[src/hdl/swvg_pkg.sv]
// Package for the schedule window valve gate: payload structs, window type,
// register indexes and day/margin constants. No dependencies.
package swvg_pkg;

    localparam int MINUTE_W   = 11;
    localparam int MARGIN_W   = 6;
    localparam int SLOT_W     = 23;
    localparam int SLOT_COUNT = 4;
    localparam int CFG_IDX_W  = 3;
    localparam int CFG_DATA_W = SLOT_W;

    localparam logic [MINUTE_W-1:0] MIN_PER_DAY = MINUTE_W'(1440);
    localparam logic [MARGIN_W-1:0] MARGIN_MAX  = MARGIN_W'(60);

    // Register indexes
    localparam logic [CFG_IDX_W-1:0] REG_GATE_ENABLE  = 3'd0;
    localparam logic [CFG_IDX_W-1:0] REG_LEAD_MINUTES = 3'd1;
    localparam logic [CFG_IDX_W-1:0] REG_LAG_MINUTES  = 3'd2;
    localparam logic [CFG_IDX_W-1:0] REG_SLOT_WORD_0  = 3'd3;
    localparam logic [CFG_IDX_W-1:0] REG_SLOT_WORD_1  = 3'd4;
    localparam logic [CFG_IDX_W-1:0] REG_SLOT_WORD_2  = 3'd5;
    localparam logic [CFG_IDX_W-1:0] REG_SLOT_WORD_3  = 3'd6;

    typedef struct packed {
        logic [MINUTE_W-1:0] minute_of_day;
        logic                clock_ok;
    } t_tick_in;

    typedef struct packed {
        logic                valve_open;
        logic                valve_changed;
        logic                window_hit;
        logic [MINUTE_W-1:0] window_start;
        logic [MINUTE_W-1:0] window_end;
    } t_tick_out;

    // Match result of one slot
    typedef struct packed {
        logic                hit;
        logic [MINUTE_W-1:0] start;
        logic [MINUTE_W-1:0] stop;
    } t_window;

endpackage

[src/hdl/schedule_window_valve_gate_core.sv]
// Top level of the schedule window valve gate: configuration registers,
// input register, valve state and result register. Depends on swvg_pkg
// and swvg_slot_match.
//
// Each transfer on the input channel is one minute tick; each tick yields
// exactly one result transfer. A tick is captured in an input register, then
// the four slot windows are widened and matched combinationally in parallel and
// the result lands in the output register, so a new tick can be taken every
// cycle when the output side is ready. The valve state bit updates as a
// result is loaded. Configuration writes take effect at once and are meant
// to happen only while no tick is in flight. Margin writes above 60 store 60;
// writes to indexes past the slot words are dropped.
module schedule_window_valve_gate_core
    import swvg_pkg::*;
(
    input  logic                  i_clk,
    input  logic                  i_rst_n,
    // Configuration write port
    input  logic                  i_cfg_we,
    input  logic [CFG_IDX_W-1:0]  i_cfg_index,
    input  logic [CFG_DATA_W-1:0] i_cfg_data,
    // Tick input channel
    input  logic                  i_tick_valid,
    output logic                  o_tick_ready,
    input  t_tick_in              i_tick,
    // Result channel
    output logic                  o_result_valid,
    input  logic                  i_result_ready,
    output t_tick_out             o_result
);

    // Configuration registers
    logic                r_gate_enable;
    logic [MARGIN_W-1:0] r_lead;
    logic [MARGIN_W-1:0] r_lag;
    logic [SLOT_W-1:0]   r_slot [SLOT_COUNT];

    // Pipeline registers and state
    logic      r_in_valid;
    t_tick_in  r_in;
    logic      r_out_valid;
    t_tick_out r_out;
    logic      r_valve;

    logic      out_free;
    logic      advance;
    t_window   slot_win [SLOT_COUNT];
    t_window   pick;
    t_tick_out n_out;
    logic      n_valve;
    logic [MARGIN_W-1:0] sat_margin;

    // Saturate margin writes to the allowed range
    assign sat_margin = (i_cfg_data > CFG_DATA_W'(MARGIN_MAX)) ? MARGIN_MAX
                                                               : i_cfg_data[MARGIN_W-1:0];

    always_ff @(posedge i_clk) begin
        if (!i_rst_n) begin
            r_gate_enable <= 1'b0;
            r_lead        <= '0;
            r_lag         <= '0;
            for (int i = 0; i < SLOT_COUNT; i++) begin
                r_slot[i] <= '0;
            end
        end else if (i_cfg_we) begin
            unique case (i_cfg_index)
                REG_GATE_ENABLE:  r_gate_enable <= i_cfg_data[0];
                REG_LEAD_MINUTES: r_lead        <= sat_margin;
                REG_LAG_MINUTES:  r_lag         <= sat_margin;
                REG_SLOT_WORD_0:  r_slot[0]     <= i_cfg_data;
                REG_SLOT_WORD_1:  r_slot[1]     <= i_cfg_data;
                REG_SLOT_WORD_2:  r_slot[2]     <= i_cfg_data;
                REG_SLOT_WORD_3:  r_slot[3]     <= i_cfg_data;
                default: ;
            endcase
        end
    end

    // Handshake: the input register moves on whenever the result slot frees up
    assign out_free     = !r_out_valid || i_result_ready;
    assign advance      = r_in_valid && out_free;
    assign o_tick_ready = !r_in_valid || out_free;

    always_ff @(posedge i_clk) begin
        if (!i_rst_n) begin
            r_in_valid <= 1'b0;
        end else if (o_tick_ready) begin
            r_in_valid <= i_tick_valid;
        end
    end

    always_ff @(posedge i_clk) begin
        if (o_tick_ready && i_tick_valid) begin
            r_in <= i_tick;
        end
    end

    // Match all slots in parallel
    for (genvar g = 0; g < SLOT_COUNT; g++) begin : g_slot
        swvg_slot_match u_match (
            .i_slot_word (r_slot[g]),
            .i_lead      (r_lead),
            .i_lag       (r_lag),
            .i_minute    (r_in.minute_of_day),
            .o_window    (slot_win[g])
        );
    end

    // Take the lowest-index matching slot
    always_comb begin
        pick = '0;
        priority if (slot_win[0].hit) begin
            pick = slot_win[0];
        end else if (slot_win[1].hit) begin
            pick = slot_win[1];
        end else if (slot_win[2].hit) begin
            pick = slot_win[2];
        end else if (slot_win[3].hit) begin
            pick = slot_win[3];
        end else begin
            pick = '0;
        end
    end

    // Next valve state and result
    always_comb begin
        n_valve = r_valve;
        n_out   = '0;
        priority if (!r_gate_enable) begin
            n_valve = 1'b0;
        end else if (r_in.clock_ok && (r_in.minute_of_day < MIN_PER_DAY)) begin
            n_valve            = pick.hit;
            n_out.window_hit   = pick.hit;
            n_out.window_start = pick.start;
            n_out.window_end   = pick.stop;
        end else begin
            // Hold the valve on an invalid tick
            n_valve = r_valve;
        end
        n_out.valve_open    = n_valve;
        n_out.valve_changed = n_valve != r_valve;
    end

    always_ff @(posedge i_clk) begin
        if (!i_rst_n) begin
            r_valve     <= 1'b0;
            r_out_valid <= 1'b0;
        end else begin
            if (advance) begin
                r_valve <= n_valve;
            end
            if (out_free) begin
                r_out_valid <= r_in_valid;
            end
        end
    end

    always_ff @(posedge i_clk) begin
        if (advance) begin
            r_out <= n_out;
        end
    end

    assign o_result_valid = r_out_valid;
    assign o_result       = r_out;

`ifndef SYNTH
    // Held result always reflects the current valve state
    a_valve_tracks: assert property (@(posedge i_clk) disable iff (!i_rst_n)
        r_out_valid |-> (r_out.valve_open == r_valve))
        else $error("result valve_open differs from valve state");

    // A window hit always opens the valve
    a_hit_opens: assert property (@(posedge i_clk) disable iff (!i_rst_n)
        (r_out_valid && r_out.window_hit) |-> r_out.valve_open)
        else $error("window hit without open valve");

    // Window bounds are zero without a hit
    a_no_hit_zero: assert property (@(posedge i_clk) disable iff (!i_rst_n)
        (r_out_valid && !r_out.window_hit) |->
            (r_out.window_start == '0 && r_out.window_end == '0))
        else $error("window bounds set without a hit");

    // A stalled tick stays in the input register
    a_in_held: assert property (@(posedge i_clk) disable iff (!i_rst_n)
        (r_in_valid && !out_free) |=> (r_in_valid && $stable(r_in)))
        else $error("stalled tick lost");
`endif

endmodule

[src/hdl/swvg_slot_match.sv]
// Widens one schedule slot by the lead and lag margins (modulo one day) and
// tests the minute against the half-open window. Depends on swvg_pkg.
module swvg_slot_match
    import swvg_pkg::*;
(
    input  logic [SLOT_W-1:0]   i_slot_word,
    input  logic [MARGIN_W-1:0] i_lead,
    input  logic [MARGIN_W-1:0] i_lag,
    input  logic [MINUTE_W-1:0] i_minute,
    output t_window             o_window
);

    logic [MINUTE_W-1:0] on_m;
    logic [MINUTE_W-1:0] off_m;
    logic                slot_en;
    logic [MINUTE_W:0]   early;
    logic [MINUTE_W:0]   late;
    logic [MINUTE_W-1:0] win_start;
    logic [MINUTE_W-1:0] win_end;
    logic                in_win;

    assign on_m    = i_slot_word[10:0];
    assign off_m   = i_slot_word[21:11];
    assign slot_en = i_slot_word[22];

    // Move start earlier and end later; one fold back into the day suffices
    assign early = {1'b0, on_m} - {{(MINUTE_W+1-MARGIN_W){1'b0}}, i_lead};
    assign late  = {1'b0, off_m} + {{(MINUTE_W+1-MARGIN_W){1'b0}}, i_lag};

    always_comb begin
        if (early[MINUTE_W]) begin
            win_start = early[MINUTE_W-1:0] + MIN_PER_DAY;
        end else if (early >= {1'b0, MIN_PER_DAY}) begin
            win_start = early[MINUTE_W-1:0] - MIN_PER_DAY;
        end else begin
            win_start = early[MINUTE_W-1:0];
        end
    end

    always_comb begin
        if (late >= {1'b0, MIN_PER_DAY}) begin
            win_end = MINUTE_W'(late - {1'b0, MIN_PER_DAY});
        end else begin
            win_end = late[MINUTE_W-1:0];
        end
    end

    // Half-open window, wrapping past midnight when start is above end
    always_comb begin
        if (win_start <= win_end) begin
            in_win = (i_minute >= win_start) && (i_minute < win_end);
        end else begin
            in_win = (i_minute >= win_start) || (i_minute < win_end);
        end
    end

    assign o_window.hit   = slot_en && in_win;
    assign o_window.start = win_start;
    assign o_window.stop  = win_end;

endmodule
[config.mk]
export PLATFORM = sky130hd
export DESIGN_NAME = schedule_window_valve_gate_core
export DESIGN_NICKNAME = d
export VERILOG_FILES = /design/src/hdl/swvg_pkg.sv /design/src/hdl/schedule_window_valve_gate_core.sv /design/src/hdl/swvg_slot_match.sv
export SDC_FILE = /design/constraint.sdc
export NUM_CORES = 1
export LEC_CHECK = 0
export ABC_AREA = 1
export BUFFER_PORTS_ARGS = -buffer_cell sky130_fd_sc_hd__buf_2
export CAP_MARGIN = 20
export CORE_MARGIN = 2
export CORE_UTILIZATION = 60
export CTS_BUF_LIST = sky130_fd_sc_hd__clkbuf_4 sky130_fd_sc_hd__clkbuf_8
export DETAILED_ROUTE_END_ITERATION = 16
export MAX_ROUTING_LAYER = met4
export PLACE_DENSITY = 0.82
export SYNTH_ARGS = -nofsm -noshare
export SYNTH_HDL_FRONTEND = slang
export SYNTH_SLANG_ARGS = --single-unit
[constraint.sdc]
create_clock -name i_clk -period 12.6 [get_ports i_clk]
set_input_delay 1.89 -clock i_clk [delete_from_list [all_inputs] [get_ports i_clk]]
set_output_delay 1.89 -clock i_clk [all_outputs]
set_load 0.01 [all_outputs]
==> out/metrics.yaml <==
ctsHoldBuffers: 0
cts_tree: "built"
tightest_slew_ns: 1.11
period_needed_ns: 6.04
clock-sinks: 145
nNetsFinal: 2189
root_buffer: "clkbuf_8"
first_global_vias: 12200
die_w_um: 156
yosys-top-cells-area: "edfxtp_1, ha_1, nand2_1"
p_per_area_nw_per_um2: 115
area_growth_pct: 7.67
fmax_ghz: 0.166
crit_path_end_kind: "register"
port_buffers: 69
yosys_warnings: 0
placementRows: 55
dp_hpwl_um: 33900
arrival_ns: 6.37
cp_data_required_time_ns: 12.93
clk_pin_slew_ns: 0.12
die_y_um: 156
yosysTopAreaCellShare: 0.279
holdCritPathClass: "reg2reg"
avgRoutedWirePerCell_um: 18.9
yosysTopAreaCell: "edfxtp_1"
final_common_cell: "nand2_1"
reg2reg_from: "r_lead[1]"
routed_wl_um: 42600
ys_ff_latch: 145
synth.distinct_cells: 49
grt_overflow: 0
ff2ff_setup_slack_ns: 6.56
yosys_most_used_dff: "edfxtp_1"
cts_resized: 0
dieArea_um2: 24300
ant_nets: 0
layout-drive-gt1-share: 0.0893
path_max_fanout: 34
reg2reg_to: "o_result[6]"
cp-startpoint: "r_lead[1]"
netlist_area_um2: 13900
start_util: 0.612
place_congestion: 1.00
p_leak_nw: 7.50
vias: 13100
endpoint: "o_result[6]"
grt_use_total: 0.371
setup_viol: 0
grt_start_max_net_pins: 42
core_um2: 22600
antenna_found_initial: 0
slew_viol_final: 0
h-tree-depth: 4
synth_fp_nets: 2119
cts_made_buffers: 17
drcViolationCount: 0
status: "completed"
post_cts_buffers: 0
ys_async_sr_fraction: 0
finalHoldViolations: 0
grt_pass1_wl_um: 66000
drtPass1Iterations: 6
cap_violations: 0
r2r_cells: 26
synth-seq-area-share: 0.303
path_class: "reg2reg"
relSlewSlack: 0.259
avgSynthCellArea_um2: 7.34
period_share: 0.479
fin_util: 0.659
ir_drop_uv: 73.3
viasPerCell: 5.80
tns_ns: 0
synth_edf_count: 129
clockBufferDepth: 2
drtIter0Drc: 1063
clk_latency_ns: 0.50
antenna_cells: 0
fin_worst_hold_slack_ns: 0.462
ioPinCount: 70
layout_common_cells: "nand2_1, inv_1, nor2_1"
fin_skew_ns: 0.0315
rsz0062_at_grt: "no"
postSynthCellCount: 1888
cp-start-kind: "register"
==> where the power goes <==
group	internal, W	switching [W]
combinational	0.000241	0.000493
sequential	0.000553	0.0000278
clock	0.000182	0.000223
total	0.000975	0.000743
==> registers in the layout (all words and copies together), names as in the netlist <==
register	count
r_in	12
r_in_valid	1
r_lag	6
o_result_valid	1
o_result	25
r_lead	6
r_gate_enable	1
r_valve	1
r_slot	92
==> synthesized netlist by cell type, drive strengths merged, types with 8 or more instances <==
master	n
a21oi	113
clkbuf	16
dfxtp	16
edfxtp	129
fa	8
ha	180
inv	299
nand2	479
nand3	157
nand3b	17
nand4	35
nor2	207
o21ai	90
xnor2	17
xor2	48
==> per-stage QoR <==
step | std cells | setup WS (ns) | area [um2] | total power (W)
2_1_floorplan | 1888 | 8.10 | 13900 | 0.00110
3_3_place_gp | 2223 | 6.81 | 14500 | 0.00129
3_5_place_dp | 2224 | 6.66 | 14500 | 0.00130
4_1_cts | 2255 | 6.65 | 14900 | 0.00170
5_1_grt | 2255 | 5.86 | 14900 | 0.00182
6_report | 2255 | 6.56 | 14900 | 0.00172
==> worst max-delay path, stage by stage (launching register included) <==
cell and delay [ns]:
dfxtp_1 0.50, inv_1 0.20, ha_1 0.32, nand2_1 0.05, o21ai_1 0.19, a21oi_1 0.09
nor2_1 0.11, nor2_1 0.09, o21ai_1 0.20, xor2_1 0.31, o21ai_0 0.18, o21ai_1 0.22
nand2_1 0.12, nand2_1 0.13, xor2_1 0.29, inv_1 0.10, ha_1 0.29, nand2_1 0.06
o21a_1 0.18, o21a_1 0.17, o21ai_0 0.21, nand2_1 0.07, o21ai_0 0.07, nand3_1 0.74
inv_1 0.64, nand3_1 0.15, a21oi_1 0.18
==> layout make-up <==
| cell class | instances | area, um2 |
|---|---|---|
| clock buffer | 17 | 234 |
| clock inverter | 14 | 169 |
| fill | 1963 | 7710 |
| inverter | 299 | 1120 |
| multi-input combinational | 1421 | 8460 |
| sequential | 145 | 4190 |
| tap | 285 | 357 |
| timing repair buffer | 74 | 390 |
==> metal layers <==
layer	up-vias	GRT usage	share of wire
met5	-	-	0
met4	0	0.154	0.046
met3	115	0.0750	0.10
met2	658	0.575	0.43
met1	5919	0.475	0.42
li1	6389	-	-
==> kinds of logic after synthesis <==
family,synth area share
muxes,0.000812
and+or+nand+nor,0.288
buffers and inverters,0.0887
AOI/OAI and AO/OA,0.104
adders and majority gates,0.174
xor gates and xnor gates,0.0416
DFF,0.303
==> how the worst min path moves through the flow <==
stage,endpoint,startpoint,slack [ns],cells past startpoint
2_1_floorplan,o_result_valid,r_in_valid,0.46,2
3_5_place_dp,o_result_valid,r_in_valid,0.50,2
5_1_grt,o_result_valid,r_in_valid,0.51,2
6_report,o_result_valid,r_in_valid,0.46,2
4_1_cts,o_result_valid,r_in_valid,0.48,2
3_3_place_gp,o_result_valid,r_in_valid,0.47,2
(Power assumes the default switching activity.)
